==> src/rtl/sto_pkg.sv <==
package sto_pkg;

	localparam int unsigned DATA_W = 32;
	localparam int unsigned LEN_W  = 16;
	localparam int unsigned META_W = 20;

	typedef enum logic [2:0] {
		MODE_REQUEST   = 3'd0,
		MODE_POP       = 3'd1,
		MODE_SET_EXP   = 3'd2,
		MODE_CLR_EXP   = 3'd3,
		MODE_CANCEL    = 3'd4,
		MODE_AUDIO     = 3'd5,
		MODE_DONE      = 3'd6,
		MODE_TICK      = 3'd7
	} mode_t;

	typedef enum logic [1:0] {
		APP_IDLE  = 2'd0,
		APP_WAIT  = 2'd1,
		APP_SPEAK = 2'd2
	} app_t;

	localparam logic [1:0] CFG_MAX_LEN = 2'd0;
	localparam logic [1:0] CFG_DESYNC  = 2'd1;
	localparam logic [1:0] CFG_TIMEOUT = 2'd2;

	localparam logic [15:0] RST_MAX_LEN = 16'd255;
	localparam logic [7:0]  RST_DESYNC  = 8'd3;
	localparam logic [31:0] RST_TIMEOUT = 32'd10000;

	typedef struct packed {
		logic exec;      // apply the event held in the input register
		logic sweep;     // one compaction step of a cancel
		logic sweep_end; // final step of a cancel: commit count, result
	} sto_cmd_t;

	typedef struct packed {
		logic  is_cancel;
		logic  sweep_last; // current sweep index is the last to visit
	} sto_sts_t;

endpackage

==> src/rtl/sto_ctrl.sv <==
module sto_ctrl
	import sto_pkg::*;
(
	input  logic     clk,
	input  logic     arst_n,
	input  logic     start,
	input  sto_sts_t sts,
	output sto_cmd_t cmd,
	output logic     busy
);

	typedef enum logic [3:0] {
		S_IDLE  = 4'b0001,
		S_EXEC  = 4'b0010,
		S_SWEEP = 4'b0100,
		S_FIN   = 4'b1000
	} state_t;

	state_t state_q, state_d;

	always_comb begin
		state_d = state_q;
		cmd     = '0;
		case (state_q)
			S_IDLE: begin
				if (start) state_d = S_EXEC;
			end
			S_EXEC: begin
				if (sts.is_cancel) begin
					state_d = S_SWEEP;
				end else begin
					cmd.exec = 1'b1;
					state_d  = S_IDLE;
				end
			end
			S_SWEEP: begin
				cmd.sweep = 1'b1;
				if (sts.sweep_last) state_d = S_FIN;
			end
			S_FIN: begin
				cmd.sweep_end = 1'b1;
				state_d       = S_IDLE;
			end
			default: state_d = S_IDLE;
		endcase
	end

	always_ff @(posedge clk or negedge arst_n) begin
		if (!arst_n) state_q <= S_IDLE;
		else state_q <= state_d;
	end

	assign busy = (state_q != S_IDLE);

endmodule

==> src/rtl/sto_dp.sv <==
module sto_dp
	import sto_pkg::*;
#(
	parameter int unsigned QUEUE_DEPTH = 4
) (
	input  logic              clk,
	input  logic              arst_n,
	input  logic              accept,
	input  logic [2:0]        mode,
	input  logic [31:0]       request_id,
	input  logic [1:0]        priority_req,
	input  logic [1:0]        speech_kind,
	input  logic [31:0]       text_handle,
	input  logic [15:0]       text_length,
	input  logic [31:0]       speech_id,
	input  logic [31:0]       now_ms,
	input  logic              cfg_we,
	input  logic [1:0]        cfg_idx,
	input  logic [31:0]       cfg_wdata,
	input  sto_cmd_t          cmd,
	output sto_sts_t          sts,
	output logic              strobe,
	output logic              command_valid,
	output logic [31:0]       assigned_id,
	output logic [31:0]       out_request_id,
	output logic [1:0]        out_priority,
	output logic [1:0]        out_kind,
	output logic [31:0]       out_text_handle,
	output logic [15:0]       out_text_length,
	output logic              done_matched,
	output logic              desync,
	output logic              timed_out,
	output logic [1:0]        app_state,
	output logic [4:0]        queue_count
);

	localparam int unsigned IW = (QUEUE_DEPTH > 1) ? $clog2(QUEUE_DEPTH) : 1;
	localparam int unsigned CW = $clog2(QUEUE_DEPTH + 1);
	localparam logic [CW-1:0] DEPTH_C = CW'(QUEUE_DEPTH);

	logic [15:0] max_len_q;
	logic [7:0]  thr_q;
	logic [31:0] tmo_q;

	always_ff @(posedge clk or negedge arst_n) begin
		if (!arst_n) begin
			max_len_q <= RST_MAX_LEN;
			thr_q     <= RST_DESYNC;
			tmo_q     <= RST_TIMEOUT;
		end else if (cfg_we) begin
			case (cfg_idx)
				CFG_MAX_LEN: max_len_q <= cfg_wdata[15:0];
				CFG_DESYNC:  thr_q     <= cfg_wdata[7:0];
				CFG_TIMEOUT: tmo_q     <= cfg_wdata;
				default: ;
			endcase
		end
	end

	// Input event register.
	logic [2:0]  mode_q;
	logic [31:0] rq_q, th_q, sid_q, now_q;
	logic [1:0]  prio_q, kind_q;
	logic [15:0] len_q;

	always_ff @(posedge clk) begin
		if (accept) begin
			mode_q <= mode;
			rq_q   <= request_id;
			prio_q <= priority_req;
			kind_q <= speech_kind;
			th_q   <= text_handle;
			len_q  <= text_length;
			sid_q  <= speech_id;
			now_q  <= now_ms;
		end
	end

	// Queue storage: slot 0 is always the oldest entry.
	logic [31:0] e_rq_q [QUEUE_DEPTH];
	logic [31:0] e_id_q [QUEUE_DEPTH];
	logic [31:0] e_th_q [QUEUE_DEPTH];
	logic [META_W-1:0] e_meta_q [QUEUE_DEPTH];

	logic [CW-1:0] cnt_q;
	app_t          cur_q, prev_q;
	logic [31:0]   exp_id_q, next_id_q, since_q;
	logic [7:0]    mis_q;
	logic          fired_q;

	// Cancel sweep indices.
	logic [CW-1:0] rd_q, wr_q;

	assign sts.is_cancel  = (mode_q == MODE_CANCEL);
	assign sts.sweep_last = (rd_q + CW'(1) >= cnt_q) || (rd_q + CW'(1) >= DEPTH_C);

	logic [15:0] tlen;
	logic [META_W-1:0] new_meta;
	logic [IW-1:0] tail_idx;
	logic tail_match, full;
	logic [31:0] elapsed;

	assign tlen     = (len_q > max_len_q) ? max_len_q : len_q;
	assign new_meta = {tlen, kind_q, prio_q};
	assign tail_idx = IW'(cnt_q - CW'(1));
	assign tail_match = (cnt_q != '0) && (e_meta_q[tail_idx][3:2] == kind_q);
	assign full     = (cnt_q >= DEPTH_C);
	assign elapsed  = now_q - since_q;

	logic [IW-1:0] rd_i;
	assign rd_i = rd_q[IW-1:0];

	always_ff @(posedge clk or negedge arst_n) begin
		if (!arst_n) begin
			cnt_q     <= '0;
			cur_q     <= APP_IDLE;
			prev_q    <= APP_IDLE;
			exp_id_q  <= '0;
			next_id_q <= 32'd1;
			since_q   <= '0;
			mis_q     <= '0;
			fired_q   <= 1'b0;
			rd_q      <= '0;
			wr_q      <= '0;
			strobe    <= 1'b0;
		end else begin
			strobe <= cmd.exec || cmd.sweep_end;
			if (accept) begin
				rd_q <= '0;
				wr_q <= '0;
			end
			if (cmd.sweep) begin
				if (rd_q < cnt_q && rd_q < DEPTH_C) begin
					rd_q <= rd_q + CW'(1);
					if (sid_q != '0 && e_id_q[rd_i] != sid_q) wr_q <= wr_q + CW'(1);
				end
			end
			if (cmd.sweep_end) begin
				if (sid_q != '0) begin
					cnt_q <= wr_q;
					if (exp_id_q != '0 && exp_id_q == sid_q) begin
						exp_id_q <= '0;
						mis_q    <= '0;
						cur_q    <= APP_IDLE;
						prev_q   <= APP_IDLE;
					end else begin
						prev_q <= cur_q;
					end
					// A matching expectation drops the state to idle first.
					if (cur_q != APP_WAIT || (exp_id_q != '0 && exp_id_q == sid_q)) begin
						since_q <= '0;
						fired_q <= 1'b0;
					end
				end
			end
			if (cmd.exec) begin
				case (mode_q)
					MODE_REQUEST: begin
						if (len_q != '0) begin
							next_id_q <= (next_id_q == '1) ? 32'd1 : next_id_q + 32'd1;
							if (!tail_match) begin
								if (full) cnt_q <= DEPTH_C;
								else cnt_q <= cnt_q + CW'(1);
							end
						end
					end
					MODE_POP: if (cnt_q != '0) cnt_q <= cnt_q - CW'(1);
					MODE_SET_EXP: begin
						exp_id_q <= sid_q;
						mis_q    <= '0;
						cur_q    <= APP_WAIT;
					end
					MODE_CLR_EXP: begin
						exp_id_q <= '0;
						mis_q    <= '0;
						cur_q    <= APP_IDLE;
					end
					MODE_AUDIO: if (exp_id_q != '0 && sid_q == exp_id_q) cur_q <= APP_SPEAK;
					MODE_DONE: begin
						if (exp_id_q != '0 && sid_q == exp_id_q) begin
							exp_id_q <= '0;
							mis_q    <= '0;
							cur_q    <= APP_IDLE;
						end else if (exp_id_q != '0 && mis_q != 8'hFF) begin
							mis_q <= mis_q + 8'd1;
						end
					end
					MODE_TICK: begin
						logic [31:0] ws;
						logic        fr;
						logic        fire;
						ws = since_q;
						fr = fired_q;
						if (cur_q != prev_q) begin
							ws = (cur_q == APP_WAIT) ? now_q : '0;
							fr = 1'b0;
							prev_q <= cur_q;
						end
						fire = cur_q == APP_WAIT && !fr && ws != '0 && (now_q - ws) >= tmo_q;
						since_q <= ws;
						fired_q <= fr || fire;
						if (fire) begin
							cnt_q    <= '0;
							exp_id_q <= '0;
							mis_q    <= '0;
							cur_q    <= APP_IDLE;
						end
					end
					default: ;
				endcase
			end
		end
	end

	// Queue payload writes (no reset).
	always_ff @(posedge clk) begin
		if (cmd.sweep && rd_q < cnt_q && rd_q < DEPTH_C && sid_q != '0
				&& e_id_q[rd_i] != sid_q && wr_q != rd_q) begin
			e_rq_q[wr_q[IW-1:0]]   <= e_rq_q[rd_i];
			e_id_q[wr_q[IW-1:0]]   <= e_id_q[rd_i];
			e_th_q[wr_q[IW-1:0]]   <= e_th_q[rd_i];
			e_meta_q[wr_q[IW-1:0]] <= e_meta_q[rd_i];
		end
		if (cmd.exec) begin
			if ((mode_q == MODE_REQUEST && len_q != '0 && !tail_match && full)
					|| (mode_q == MODE_POP && cnt_q != '0)) begin
				for (int k = 0; k < QUEUE_DEPTH - 1; k++) begin
					e_rq_q[k]   <= e_rq_q[k+1];
					e_id_q[k]   <= e_id_q[k+1];
					e_th_q[k]   <= e_th_q[k+1];
					e_meta_q[k] <= e_meta_q[k+1];
				end
			end
			if (mode_q == MODE_REQUEST && len_q != '0) begin
				logic [IW-1:0] slot;
				if (tail_match) slot = tail_idx;
				else if (full) slot = IW'(QUEUE_DEPTH - 1);
				else slot = IW'(cnt_q);
				e_rq_q[slot]   <= rq_q;
				e_id_q[slot]   <= next_id_q;
				e_th_q[slot]   <= th_q;
				e_meta_q[slot] <= new_meta;
			end
		end
	end

	// Result values for the event being executed.
	logic        r_cmd, r_match, r_desync, r_tmo;
	logic [31:0] r_id, r_rq, r_th;
	logic [1:0]  r_prio, r_kind;
	logic [15:0] r_len;

	always_comb begin
		r_cmd    = 1'b0;
		r_id     = '0;
		r_rq     = '0;
		r_prio   = '0;
		r_kind   = '0;
		r_th     = '0;
		r_len    = '0;
		r_match  = 1'b0;
		r_desync = 1'b0;
		r_tmo    = 1'b0;
		if (cmd.exec) begin
			case (mode_q)
				MODE_REQUEST: begin
					if (len_q != '0) begin
						r_cmd  = 1'b1;
						r_id   = next_id_q;
						r_rq   = rq_q;
						r_prio = prio_q;
						r_kind = kind_q;
						r_th   = th_q;
						r_len  = tlen;
					end
				end
				MODE_POP: begin
					if (cnt_q != '0) begin
						r_cmd  = 1'b1;
						r_id   = e_id_q[0];
						r_rq   = e_rq_q[0];
						r_prio = e_meta_q[0][1:0];
						r_kind = e_meta_q[0][3:2];
						r_th   = e_th_q[0];
						r_len  = e_meta_q[0][19:4];
					end
				end
				MODE_DONE: begin
					if (exp_id_q != '0 && sid_q == exp_id_q) r_match = 1'b1;
					else if (exp_id_q != '0 && mis_q != 8'hFF)
						r_desync = ((mis_q + 8'd1) >= thr_q);
					else r_desync = (mis_q >= thr_q);
				end
				MODE_TICK: begin
					r_tmo = (cur_q == APP_WAIT) &&
						((cur_q != prev_q) ? ((now_q != '0) && (32'd0 >= tmo_q))
						 : (!fired_q && since_q != '0 && elapsed >= tmo_q));
				end
				default: ;
			endcase
		end
	end

	// Result register.
	always_ff @(posedge clk) begin
		if (cmd.exec || cmd.sweep_end) begin
			command_valid   <= r_cmd;
			assigned_id     <= r_id;
			out_request_id  <= r_rq;
			out_priority    <= r_prio;
			out_kind        <= r_kind;
			out_text_handle <= r_th;
			out_text_length <= r_len;
			done_matched    <= r_match;
			desync          <= r_desync;
			timed_out       <= r_tmo;
		end
	end

	// State and count become visible with the result; they are the registers.
	assign app_state   = cur_q;
	assign queue_count = 5'(cnt_q);

endmodule

==> src/rtl/speech_turn_orchestrator.sv <==
// speech_turn_orchestrator: speech-turn controller with a small command queue.
// Event channel: drive mode and the event fields and raise start while busy
// is low; the event is taken on that edge. Configuration channel: cfg_valid,
// cfg_ready (always high), cfg_index and cfg_data; write only while idle.
// Result: one beat per event, marked by result_valid for a single cycle.
// The receiver cannot stall; the beat must be taken when it appears.
// All events but cancel pass the input event register and the EXEC state
// before the result register. Cancel compacts the queue one slot per cycle
// in the SWEEP state, visiting at least one slot, then commits in FIN.
// Busy stays high until the result beat, so no new event is taken before it.
// app_state and queue_count show the state after the last event.
// Reset (arst_n low) empties the queue, sets state idle, next id 1 and the
// configuration registers to their reset values; no clearing pass is needed.
module speech_turn_orchestrator
	import sto_pkg::*;
#(
	parameter int unsigned QUEUE_DEPTH = 4
) (
	input  logic        clk,
	input  logic        arst_n,
	input  logic        start,
	output logic        busy,
	input  logic [2:0]  mode,
	input  logic [31:0] request_id,
	input  logic [1:0]  priority_req,
	input  logic [1:0]  speech_kind,
	input  logic [31:0] text_handle,
	input  logic [15:0] text_length,
	input  logic [31:0] speech_id,
	input  logic [31:0] now_ms,
	input  logic        cfg_valid,
	output logic        cfg_ready,
	input  logic [1:0]  cfg_index,
	input  logic [31:0] cfg_data,
	output logic        result_valid,
	output logic        command_valid,
	output logic [31:0] assigned_id,
	output logic [31:0] out_request_id,
	output logic [1:0]  out_priority,
	output logic [1:0]  out_kind,
	output logic [31:0] out_text_handle,
	output logic [15:0] out_text_length,
	output logic        done_matched,
	output logic        desync,
	output logic        timed_out,
	output logic [1:0]  app_state,
	output logic [4:0]  queue_count
);

	sto_cmd_t cmd;
	sto_sts_t sts;
	logic     accept;

	assign cfg_ready = 1'b1;
	assign accept    = start && !busy;

	sto_ctrl u_ctrl (
		.clk, .arst_n, .start(accept), .sts, .cmd, .busy
	);

	sto_dp #(.QUEUE_DEPTH(QUEUE_DEPTH)) u_dp (
		.clk, .arst_n, .accept,
		.mode, .request_id, .priority_req, .speech_kind, .text_handle,
		.text_length, .speech_id, .now_ms,
		.cfg_we(cfg_valid && cfg_ready), .cfg_idx(cfg_index), .cfg_wdata(cfg_data),
		.cmd, .sts, .strobe(result_valid),
		.command_valid, .assigned_id, .out_request_id, .out_priority, .out_kind,
		.out_text_handle, .out_text_length, .done_matched, .desync, .timed_out,
		.app_state, .queue_count
	);

endmodule

==> config.mk <==
export PLATFORM = sky130hd
export DESIGN_NAME = speech_turn_orchestrator
export DESIGN_NICKNAME = d
export VERILOG_FILES = /design/src/rtl/sto_pkg.sv /design/src/rtl/sto_ctrl.sv /design/src/rtl/sto_dp.sv /design/src/rtl/speech_turn_orchestrator.sv
export SDC_FILE = /design/constraint.sdc
export NUM_CORES = 2
export LEC_CHECK = 0
export BUFFER_PORTS_ARGS = -buffer_cell sky130_fd_sc_hd__buf_2
export CORE_MARGIN = 8
export CORE_UTILIZATION = 50
export DETAILED_ROUTE_END_ITERATION = 10
export PLACE_DENSITY = 0.7
export SLEW_MARGIN = 15
export SYNTH_ARGS = -nofsm -noshare
export SYNTH_HDL_FRONTEND = slang
export SYNTH_HIERARCHICAL = 1
export SYNTH_SLANG_ARGS = --single-unit
==> constraint.sdc <==
create_clock -name clk -period 7.9 [get_ports clk]
set_input_delay 1.185 -clock clk [delete_from_list [all_inputs] [get_ports clk]]
set_output_delay 1.185 -clock clk [all_outputs]
set_load 0.1 [all_outputs]
== After elaboration in Yosys (flattened, before gate mapping) ==
Memories as Yosys holds them, arrays and structs flattened.
Cells that the tools add are included.
Widths: inputs -> output; s select.
Storage, ports and cells
  register bits: 450
  RAM bits: 464
  input bits: 189
  word-level logic and storage cells: 257
  memories: 4
Cells by class
  add/sub/neg operators: 8
  $lt $le $gt $ge: 11
  eq/ne operators: 26
  multiplexer cells: 119
  bitwise operators: 2
  reductions and logical operators: 54
Memories
  u_dp.e_id_q: words 4, width 32, read ports 5, clocked after memory_dff 0, write ports 4, RTL line sto_dp.sv:81  | logic [31:0] e_id_q [QUEUE_DEPTH];
  u_dp.e_rq_q: words 4, width 32, read ports 5, clocked after memory_dff 0, write ports 4, RTL line sto_dp.sv:80  | logic [31:0] e_rq_q [QUEUE_DEPTH];
  u_dp.e_th_q: words 4, width 32, read ports 5, clocked after memory_dff 0, write ports 4, RTL line sto_dp.sv:82  | logic [31:0] e_th_q [QUEUE_DEPTH];
  u_dp.e_meta_q: words 4, width 20, read ports 6, clocked after memory_dff 0, write ports 4, RTL line sto_dp.sv:83  | logic [META_W-1:0] e_meta_q [QUEUE_DEPTH];
Operators by type and width (count)
  $mux 32: 25
  $pmux 32 s2: 3
  $reduce_bool 32->1: 5
  $pmux 32 s4: 1
  $reduce_or 32->1: 3
  $eq 32x32->1: 2
  $ge 32x32->1: 2
  $sub 32x32->32: 2
  $mux 8: 7
  $mux 16: 3
  $mux 2: 24
  $mux 3: 16
  $add 32x1->32 const B: 1
  $eq 32x32->1 const B: 1
  $ge 1x32->1 const A: 1
  $ne 32x32->1: 1
  $pmux 16 s2: 1
  $mux 1: 29
  $pmux 8 s3: 1
  $logic_and 1x1->1: 23
  $mux 20: 1
  $reduce_or 20->1: 1
  $ge 8x8->1: 2
  $gt 16x16->1: 1
  other kinds (40): 64

== Longest topological paths before layout ==
An unclocked memory read counts as a cell.
  word-level depth: 13
  mapped depth: 33

== Hierarchy ==
Netlist, hierarchy kept.
By module, submodules not included
  sto_dp: times used 1, cells each 4303, area an instance 48925.7 um^2, seq. area each 26470.4 um^2
  sto_ctrl: times used 1, cells each 22, area an instance 246.5 um^2, seq. area each 101.3 um^2
  speech_turn_orchestrator: times used 1, cells each 3, area an instance 25.0 um^2, seq. area each 0.0 um^2

== Least setup slack after synthesis ==
Ideal clock, no wire load.
  path type: register to register
  start: reg u_dp.cnt_q[0]
  end: mem u_dp.e_id_q[0][0], enable pin
  arrival time: 6130 ps
  required time: 6579 ps
  path slack: 449 ps
  stages on the path, launching flop included: 14
  path buffers: 4
  path through: dfrtp_1 buf_2 inv_1 ha_1 clkbuf_1 mux4_2 xnor2_1 nand2_1 nor2_4 o31ai_1 nand2_1 clkbuf_1 clkbuf_1 nand3_1
RTL lines
  start, declared: RTL line sto_dp.sv:85  | logic [CW-1:0] cnt_q;
  start signal, assigned: RTL line sto_dp.sv:140  | cnt_q <= wr_q;
  start signal, assigned: RTL line sto_dp.sv:163  | else cnt_q <= cnt_q + CW'(1);
  start signal, assigned: RTL line sto_dp.sv:167  | MODE_POP: if (cnt_q != '0) cnt_q <= cnt_q - CW'(1);
  end, declared: RTL line sto_dp.sv:81

== Final worst setup path ==
  start: reg u_dp.cur_q[0], in the netlist u_dp/app_state[0]
  end: reg u_dp.exp_id_q[31]
Between the ends
  longest elaborated chain between the ends: 11
RTL lines
  start, declared: RTL line sto_dp.sv:86  | app_t cur_q, prev_q;
  start signal, assigned: RTL line sto_dp.sv:116  | cur_q <= APP_IDLE;
  start signal, assigned: RTL line sto_dp.sv:144  | cur_q <= APP_IDLE;
  start signal, assigned: RTL line sto_dp.sv:171  | cur_q <= APP_WAIT;
  $eq 2x1->1 / $ne 2x2->1 (equally long branches): RTL line sto_dp.sv:195, sto_dp.sv:199, sto_dp.sv:194
  $mux 32 / $mux 1 (equally long branches): RTL line sto_dp.sv:195, sto_dp.sv:194
  $mux 32 / $mux 1 (equally long branches): RTL line sto_dp.sv:194, sto_dp.sv:157
  $mux 32 / $mux 1 (equally long branches): RTL line sto_dp.sv:157, sto_dp.sv:156
  $mux 32 / $logic_not 1->1 (equally long branches): RTL line sto_dp.sv:156, sto_dp.sv:199
  $sub 32x32->32 (tied with other cells): RTL line sto_dp.sv:199  | fire = cur_q == APP_WAIT && !fr && ws != '0 && (now_q - ws) >= tmo_q;
  $ge 32x32->1 / $logic_and 1x1->1 (equally long branches): RTL line sto_dp.sv:199
  $logic_and 1x1->1 (*): RTL line sto_dp.sv:199
  $mux 32 (*): RTL line sto_dp.sv:202  | if (fire) begin
  $pmux 32 s4 (*): RTL line sto_dp.sv:157  | case (mode_q)
  $mux 32 (*): RTL line sto_dp.sv:156  | if (cmd.exec) begin
  end signal, assigned: RTL line sto_dp.sv:169  | exp_id_q <= sid_q;
  end, declared: RTL line sto_dp.sv:87  | logic [31:0] exp_id_q, next_id_q, since_q;
Every way passes the cells marked *; elsewhere a longest branch is shown, timed or not. The select of a mux whose other input is x is not followed.
A chain may end at the register's enable or synchronous reset.

==> run summary <==
=========================================================================================
Final Non-Filler Cells .....................................................         5870
Leakage component of the power .............................................      19.4 nW
IO Pins ....................................................................          319
DRT iter0 DRCs .............................................................         3975
Critical setup path kind ...................................................   reg -> reg
Setup repair after global routing missed its margin ........................        false
CP Max Fanout ..............................................................           32
Number of hold violations in the final report ..............................            0
Proportion of register bits with asynchronous set or reset after synthesis .        19.6%
Final worst-path setup slack ...............................................      1.27 ns
Share of Yosys cell area claimed by the top area cell type .................        44.9%
Post-synthesis area per instance ...........................................     11.4 um2
Worst reg2reg endpoint ..................................................... u_dp/exp_id_q[31]$_DFF_PN0_
Beginning of the worst register-to-register path ........................... u_dp/app_state[0]$_DFF_PN0_
Fraction of final layout cells sized beyond drive strength 1 ...............        19.2%
Largest net degree at the start of global routing ..........................          209
Core Region ................................................................   0.0980 mm2
Syn Std Cell Area ..........................................................   0.0492 mm2
Dominant register cell in the synthesized netlist ..........................     edfxtp_1
Post-synth EDFFs ...........................................................          735
Required time at the worst-slack endpoint ..................................      8.51 ns
Clock Tree Root ............................................................    clkbuf_16
Row Count ..................................................................          115
Routed vias/inst ...........................................................         6.18
DIE AREA ...................................................................    0.109 mm2
Critical Path Start ........................................................ u_dp/app_state[0]$_DFF_PN0_
Synthesized instance count .................................................         4328
Die Y-Extent ...............................................................       330 um
Power per standard cell area ...............................................   279 mW/mm2
Crit. End Element ..........................................................         flop
Initial antenna violation count ............................................            5
Portion of the post-synthesis area used by sequential elements .............        54.0%
X dimension of the die .....................................................       330 um
Cells after DPL ............................................................         5678
Weighted congestion at the end of routability-driven global placement ......        0.930
GRT Residual Overflow ......................................................            0
Count of yosys warnings during synthesis ...................................            6
Final sum of negative setup slack ..........................................         0 ns
Post-detailed-placement half-perimeter wirelength ..........................      86.0 mm
Post-route fraction of the period consumed by the critical path ............        83.9%
Setup slack on the worst flop-to-flop path .................................      1.27 ns
Run status .................................................................    completed
IR Drop Worst-Case VDD .....................................................   0.000265 V
Flop and latch count out of synthesis ......................................          914
Distinct cell type count of the synthesized netlist ........................           91
Total of buffers placed on input and output ports ..........................          315
Worst r2r path cells .......................................................           27
Total global-route track usage .............................................        24.8%
Post-CTS sizing ............................................................            0
Max Fclk ...................................................................      151 MHz
Clock-pin slew on the worst setup and hold paths ...........................      0.06 ns
Vias in the first global route .............................................        35.6k
Clock insertion delay at the later pin of the skew report ..................      0.71 ns
Slew HR ....................................................................        21.8%
Arrival time of data at the critical path endpoint .........................      7.24 ns
Post-place setup slack .....................................................      1.37 ns
Detailed-route DRC error count .............................................            0
Min cycle time layout ......................................................      6.63 ns
Relative area change from synthesis to final layout ........................        12.4%
Buffer levels on the longest clock path ....................................            3
FF+latch area ..............................................................   0.0266 mm2
Number of clock sinks ......................................................          914
Post-CTS setup-driven buffer insertion count ...............................            0
Critical path capture point ................................................ u_dp/exp_id_q[31]$_DFF_PN0_
Slew at the pin with the worst max-slew slack ..............................      1.17 ns
Count of filler cells inserted in the layout ...............................         8176
Worst hold margin ..........................................................     0.514 ns
Remaining antenna violation count after routing ............................            0
Leading cell types by total area after synthesis ........................... edfxtp_1 (45%), dfrtp_1 (8.2%), a21oi_1 (5.9%)
Maximum clock skew at final layout .........................................    0.0531 ns
Total detailed-routing wirelength ..........................................       138 mm
Vias .......................................................................        36.3k
CTS tree ...................................................................         done
Class of the most critical hold timing path ................................  in -> async
Total design power .........................................................      15.4 mW
Initial cell density of the core ...........................................        50.2%
Most area-hungry cell type in the Yosys netlist ............................     edfxtp_1
First-pass GRT wire length .................................................       212 mm
Average wire per standard cell .............................................      23.5 um
Max-cap check violation count ..............................................            0
Number of detailed-routing iterations run before antenna repair ............            7
Top cell types by occurrence after synthesis ............................... edfxtp_1 (735), a21oi_1 (576), nand2_1 (354)
Final Max Tran Viols .......................................................            0
Most repeated cell in the gate-level netlist after synthesis ...............     edfxtp_1
Clock buffers created by TritonCTS .........................................          101
Net count of the finished layout ...........................................         4854
Critical Path Source Type ..................................................         flop
Final setup violation count ................................................            0
CTS H-Tree Depth ...........................................................            3
Post-CTS Hold Fix Bufs .....................................................            0
Multi-input logic area .....................................................   0.0210 mm2
=========================================================================================
-- cell usage in the layout, fill, tap and decap left out, types with 27 or more instances in the layout --
cell type / synthesis / routed
a21o_1: 50 / 49
a21oi_1: 576 / 574
a22o_1: 58 / 58
a22oi_1: 127 / 127
and2_1: 124 / 123
buf_2: 50 / 314
buf_4: 11 / 35
clkbuf_16: 0 / 102
dfrtp_1: 162 / 160
edfxtp_1: 735 / 735
ha_1: 170 / 170
inv_1: 131 / 131
mux2_2: 176 / 176
mux4_2: 118 / 118
nand2_1: 354 / 352
nand2b_1: 27 / 27
nand3_1: 36 / 35
nand4_1: 54 / 54
nor2_1: 287 / 286
nor4_1: 51 / 50
o21ai_0: 327 / 327
o22ai_1: 48 / 48
xnor2_1: 121 / 121
xor2_1: 38 / 38
-- cell type report --
type	count	area share, %
diodes	2	0.00905
well taps	1287	2.91
clock buffers	126	4.96
flip-flops and latches	914	48.0
multi-input cells	2987	37.9
clock inverters	64	1.60
repair buffers	358	3.63
inverters	132	0.896
-- worst min path at each step --
stage          slack [ns]                         end  cells after the start
2_1_floorplan        0.47      u_dp/fired_q$_DFF_PN0_                      2
3_3_place_gp         0.49   u_dp/thr_q[7]$_DFFE_PN0P_                      1
3_5_place_dp         0.50   u_dp/thr_q[4]$_DFFE_PN0P_                      1
4_1_cts              0.52  u_dp/tmo_q[29]$_DFFE_PN0P_                      1
5_1_grt              0.54   u_dp/thr_q[4]$_DFFE_PN0P_                      1
6_report             0.51  u_dp/tmo_q[29]$_DFFE_PN0P_                      1
-- layer usage --
| metal | part of all wire [%] | track usage, % |
|---|---|---|
| met2 | 45 | 38.9 |
| met1 | 43 | 35.4 |
| met5 | 0.0094 | 0 |
| met3 | 8.2 | 4.25 |
| met4 | 2.9 | 7.37 |
-- report_power, final --
part	switching [mW]	internal, mW
Sequential	0.468	5.70
Combinational	2.70	1.48
Clock	2.06	3.01
Total	5.23	10.2
-- flip-flops by register name, indices dropped and copies added (netlist names), 80 cells and up --
register,flops
u_dp/e_id_q,128
u_dp/e_meta_q,80
u_dp/e_rq_q,128
u_dp/e_th_q,128
-- metrics by stage --
step / area, um2 / util [%]
3_5_place_dp: 51700 / 52.7
2_1_floorplan: 49200 / -
4_1_cts: 55300 / 56.4
6_report: 55300 / 56.5
3_3_place_gp: 51700 / 52.7
5_1_grt: 55300 / 56.4
-- kinds of logic after synthesis --
kind of cell | count (synthesis) | synth area share (%)
adders and majority gates | 171 | 4.36
and+or+nand+nor | 1045 | 10.1
DFF | 914 | 54.0
buffers and inverters | 428 | 3.56
xor gates and xnor gates | 160 | 2.86
AOI/OAI and AO/OA | 1311 | 15.6
muxes | 297 | 9.49
other | 2 | 0.0153
-- critical path: stages, from the launching register on --
cell,delay [ns]
dfrtp_1,0.64
xnor2_1,0.44
nand2_1,0.36
and3_1,0.29
a21oi_1,0.20
ha_1,0.34
a21oi_1,0.17
o21ai_0,0.09
a21oi_1,0.19
nand2_1,0.09
or3_1,0.37
a21oi_2,0.20
o211ai_2,0.15
a31oi_4,0.24
o21bai_1,0.09
a21oi_1,0.17
xnor2_1,0.15
ha_1,0.27
a21o_1,0.18
a21oi_1,0.21
nand2_1,0.10
a21oi_1,0.13
a31oi_1,0.10
o311a_2,0.48
a21boi_2,0.21
a2bb2oi_4,0.15
buf_4,0.34
a22o_1,0.20
(Power assumes the default switching activity.)
